File: config.mk
export PLATFORM = sky130hd
export DESIGN_NAME = prs_round_cell
export DESIGN_NICKNAME = d
export VERILOG_FILES = /design/src/rtl/prs_pkg.sv /design/src/rtl/prs_round_cell.sv
export SDC_FILE = /design/constraint.sdc
export NUM_CORES = 1
export LEC_CHECK = 0
export ABC_AREA = 0
export BUFFER_PORTS_ARGS = -buffer_cell sky130_fd_sc_hd__buf_2
export CAP_MARGIN = 0
export CORE_MARGIN = 2
export CORE_UTILIZATION = 53
export CTS_CLUSTER_DIAMETER = 150
export DETAILED_ROUTE_END_ITERATION = 8
export GPL_TIMING_DRIVEN = 1
export PLACE_DENSITY = 0.86
export SLEW_MARGIN = 40
export SYNTH_ARGS = -nofsm -noshare
export SYNTH_HDL_FRONTEND = slang
export SYNTH_SLANG_ARGS = --single-unit
File: constraint.sdc
create_clock -name clk -period 6.9 [get_ports clk]
set_input_delay 1.38 -clock clk [delete_from_list [all_inputs] [get_ports clk]]
set_output_delay 1.38 -clock clk [all_outputs]
set_load 0.01 [all_outputs]
File: src/rtl/prs_pkg.sv
`timescale 1ns / 1ps
`default_nettype none
// ----------------------------------------------------------------------------
// prs_pkg
// Shared types, constants and round functions for the PRESENT-80 encryptor.
// ----------------------------------------------------------------------------
package prs_pkg;

	localparam int ROUNDS    = 31;
	localparam int BLOCK_W   = 64;
	localparam int KEY_W     = 80;
	localparam int KEY_LO_W  = 16;
	localparam int RC_W      = 5;

	typedef enum logic [0:0] {
		CFG_KEY_UPPER = 1'b0,
		CFG_KEY_LOWER = 1'b1
	} cfg_index_t;

	// One stage of the round chain: valid flag, data and the key for that round.
	typedef struct packed {
		logic               valid;
		logic [BLOCK_W-1:0] data;
		logic [KEY_W-1:0]   key;
	} prs_stage_t;

	function automatic logic [3:0] sbox(input logic [3:0] x);
		logic [3:0] y;
		unique case (x)
			4'h0: y = 4'hC;
			4'h1: y = 4'h5;
			4'h2: y = 4'h6;
			4'h3: y = 4'hB;
			4'h4: y = 4'h9;
			4'h5: y = 4'h0;
			4'h6: y = 4'hA;
			4'h7: y = 4'hD;
			4'h8: y = 4'h3;
			4'h9: y = 4'hE;
			4'hA: y = 4'hF;
			4'hB: y = 4'h8;
			4'hC: y = 4'h4;
			4'hD: y = 4'h7;
			4'hE: y = 4'h1;
			default: y = 4'h2;
		endcase
		return y;
	endfunction

	function automatic logic [BLOCK_W-1:0] sub_layer(input logic [BLOCK_W-1:0] x);
		logic [BLOCK_W-1:0] y;
		for (int n = 0; n < BLOCK_W / 4; n++) begin
			y[4*n +: 4] = sbox(x[4*n +: 4]);
		end
		return y;
	endfunction

	// Bit b moves to 16*b mod 63; bit 63 stays.
	function automatic logic [BLOCK_W-1:0] perm_layer(input logic [BLOCK_W-1:0] x);
		logic [BLOCK_W-1:0] y;
		for (int b = 0; b < BLOCK_W; b++) begin
			if (b == BLOCK_W - 1) begin
				y[b] = x[b];
			end else begin
				y[(16 * b) % (BLOCK_W - 1)] = x[b];
			end
		end
		return y;
	endfunction

	// Rotate left by 61, top nibble through the S-box, counter into bits 19..15.
	function automatic logic [KEY_W-1:0] next_key(input logic [KEY_W-1:0] k,
	                                             input logic [RC_W-1:0]  rc);
		logic [KEY_W-1:0] r;
		r = {k[18:0], k[KEY_W-1:19]};
		r[KEY_W-1 -: 4] = sbox(r[KEY_W-1 -: 4]);
		r[19:15] = r[19:15] ^ rc;
		return r;
	endfunction

endpackage
`default_nettype wire

File: src/rtl/prs_round_cell.sv
`timescale 1ns / 1ps
`default_nettype none
// ----------------------------------------------------------------------------
// prs_round_cell
// One PRESENT round with its key update, registered, with local flow control.
// The last cell also applies the final key whitening.
// ----------------------------------------------------------------------------
module prs_round_cell
	import prs_pkg::*;
#(
	parameter int ROUND = 1
) (
	input  wire logic       clk,
	input  wire logic       arst_n,
	input  wire prs_stage_t prev,
	output logic            ready,
	output prs_stage_t      nxt,
	input  wire logic       next_ready
);

	localparam logic [RC_W-1:0] RC   = ROUND[RC_W-1:0];
	localparam bit              LAST = (ROUND == ROUNDS);

	logic               valid_q;
	logic [BLOCK_W-1:0] data_q;
	logic [KEY_W-1:0]   key_q;
	logic               take;
	logic [BLOCK_W-1:0] round_out;
	logic [KEY_W-1:0]   key_out;

	// Accept when empty or when the neighbor drains this cell in the same cycle.
	assign ready = !valid_q || next_ready;
	assign take  = prev.valid && ready;

	always_comb begin
		key_out   = next_key(prev.key, RC);
		round_out = perm_layer(sub_layer(prev.data ^ prev.key[KEY_W-1 -: BLOCK_W]));
		if (LAST) begin
			round_out = round_out ^ key_out[KEY_W-1 -: BLOCK_W];
		end
	end

	always_ff @(posedge clk or negedge arst_n) begin
		if (!arst_n) begin
			valid_q <= 1'b0;
		end else if (ready) begin
			valid_q <= prev.valid;
		end
	end

	always_ff @(posedge clk) begin
		if (take) begin
			data_q <= round_out;
			key_q  <= key_out;
		end
	end

	assign nxt.valid = valid_q;
	assign nxt.data  = data_q;
	assign nxt.key   = key_q;

`ifndef ASSERT_OFF
	a_hold: assert property (@(posedge clk) disable iff (!arst_n)
		(valid_q && !next_ready) |=> (valid_q && $stable(data_q) && $stable(key_q)))
		else $error("round cell lost or changed a held block");
	a_fill: assert property (@(posedge clk) disable iff (!arst_n)
		take |=> valid_q)
		else $error("round cell dropped a transfer");
	a_drain: assert property (@(posedge clk) disable iff (!arst_n)
		(valid_q && next_ready && !prev.valid) |=> !valid_q)
		else $error("round cell repeated a block");
`endif

endmodule
`default_nettype wire

==> impl_results.md <==
* Outcome: finished, final reports clean
* RSZ-0062 raised after global routing: false
* First drt pass iteration count at 5
* Pleak at 0.00434 uW
* Latest clock arrival within the worst-skew pair at 0.42 ns
* GRT Total Usage at 0.221
* CP startpoint: next_ready
* Pin count of the biggest net entering global routing at 88
* Reg2Reg Depth at 3
* Netlist Area Pre-Place at 0.00761 mm^2
* Resize count post-CTS at 0
* Synth cell types at 34
* Fin crit period at 3.16 ns
* Hold path cells at 2
* Vias at 5243
* Fin nets at 1004
* Min-Delay Path Class: flop to flop
* Final Util at 0.711
* Routed WL per cell at 16.9 um
* Hold EP: valid_q$_DFFE_PN0P_
* R2R Path End: data_q[28]$_DFFE_PP_
* Fraction of layout cells with a size suffix above 1 at 0.456
* Dpl hpwl at 12900 um
* Setup tns final at 0 ns
* Initial antenna violation count at 1
* Commonest non-fill, non-tap cell in the layout: buf_2
* Top FF cell, synth: edfxtp_1
* Inst Count DP at 964
* Setup bufs post-CTS at 0
* Final Max Tran Viols at 0
* Global-route wire length before repair at 25400 um
* Core area at 0.0139 mm^2
* Htree depth at 4
* FMAX at 317 MHz
* Synthesis-stage register bit count at 145
* Setup violators final at 0
* Worst-case clock buffer depth at 2
* Sequential cell area fraction in the yosys report at 0.572
* Total CTS buffers at 17
* Hold Crit Start: valid_q$_DFFE_PN0P_
* Grt ovf at 0
* Vias in the first global route at 5361
* Mapped Avg Cell Area at 15.4 um^2
* Clk slew on worst S/H paths at 0.06 ns
* # diodes at 0
* Most frequent cells in the layout: buf_2, edfxtp_1, inv_1
* Layout area overhead at 30.1%
* EDFF count, synth at 144
* Via density at 5.26
* Post-Layout Cell Count at 996
* WL final at 16900 um
* CP max FO at 3
* Tcrit/Tclk final at 0.458
* Element type at the critical path end: output pin
* Worst vdd ir at 170 uV
* Post-synthesis cell count at 493
* Clk Tree Root Cell: clkbuf_16
* Slew HR at 0.465
* CP Launch Type: input pin
* Worst slew pin tran at 0.802 ns
* I/O pin cnt at 294
* Gp weighted congestion at 0.831
* PwrDens at 259 mW/mm^2
* Count of warnings emitted by yosys at 0
* Syn nets at 694
* CTS tree: built
* CP Data Required Time at 5.52 ns
* Die area at 0.0153 mm^2
* Setup Skew at 0.00679 ns
* Worst R2R Setup Slack at 4.59 ns
* Die Ht at 124 um
* Hold_buf cts at 0
* DRC violations left at 0
* Final ANT Viol Nets at 0
* Max Cap Viol at 0
* Final Power at 2570 uW
* Clk sink count at 145
* Data arrival time of the critical path at 1.78 ns
* Initial DRC count at 350
* Die W at 124 um
* Reg2reg start: valid_q$_DFFE_PN0P_
* WS Path Type: input pin to output pin
* Final hold vios at 0
* Initial Util at 0.546
* I/O Buffers at 293
* Async S/R FF share, synth at 0.00690
* Row count at 43
through the flow:
stage | instance area [um^2] | hold WS [ns] | setup slack (ns)
after floorplan | 7610 | 0.555 | 1.48
after global placement | 9290 | 0.508 | 3.32
after detailed placement | 9290 | 0.534 | 3.51
after CTS | 9900 | 0.548 | 3.74
after global routing | 9900 | 0.599 | 3.72
final | 9900 | 0.551 | 3.74
power breakdown:
part	leakage [uW]	switching, uW	internal [uW]
clock network	0.000279	363	571
logic	0.00268	297	243
registers	0.00138	17.0	1080
total	0.00434	677	1890
how the worst max path moves through the flow:
stage                               end  slack (ns)  cells after the start
detailed placement  key_q[14]$_DFFE_PP_        3.51                      4
floorplan           data_q[0]$_DFFE_PP_        1.48                      2
CTS                               ready        3.74                      3
finish                            ready        3.74                      3
global placement    key_q[14]$_DFFE_PP_        3.32                      4
global route                      ready        3.72                      3
synthesized netlist by cell type, types with 7 or more instances:
| master | n | area share |
|---|---|---|
| xor2_1 | 20 | 0.023 |
| mux2i_1 | 45 | 0.059 |
| mux4_2 | 12 | 0.036 |
| o21ai_0 | 18 | 0.012 |
| ha_1 | 53 | 0.087 |
| inv_1 | 66 | 0.033 |
| xor2_2 | 14 | 0.030 |
| o211ai_1 | 13 | 0.013 |
| edfxtp_1 | 144 | 0.57 |
| nand3_1 | 14 | 0.0092 |
| mux4_1 | 7 | 0.024 |
| xnor2_1 | 46 | 0.053 |
| o221a_2 | 13 | 0.019 |
sequential cells by signal, summed over array words and instances, names as in the netlist:
| signal | count |
|---|---|
| key_q | 80 |
| data_q | 64 |
| valid_q | 1 |
layout make-up:
class	count	area [um^2]
sequential	145	4350
fill	894	4030
multi-input combinational	279	2990
timing repair buffer	294	1480
clock buffer	17	425
inverter	66	248
tap	180	225
clock inverter	15	184
logic make-up after synthesis:
family / after synthesis / synth area share
AO/OA/AOI/OAI: 50 / 0.0508
XOR/XNOR: 82 / 0.113
adder cells (fa/ha/maj): 53 / 0.0871
buffers and inverters: 69 / 0.0357
flip-flops: 145 / 0.572
multiplexers: 67 / 0.123
AND/OR/NAND/NOR: 27 / 0.0184
critical path, cell delays in order:
cell      delay [ns]
buf_2           0.09
nand2b_1        0.16
buf_2           0.15
metal layers:
metal | GRT usage | part of all wire | routed length (um)
met3 | 0.0705 | 0.084 | 1410
met2 | 0.405 | 0.53 | 8910
met4 | 0.109 | 0.033 | 558
met1 | 0.225 | 0.35 | 5970
met5 | 0 | 0.00065 | 11
Note: power is estimated with default switching activity, not from simulation.
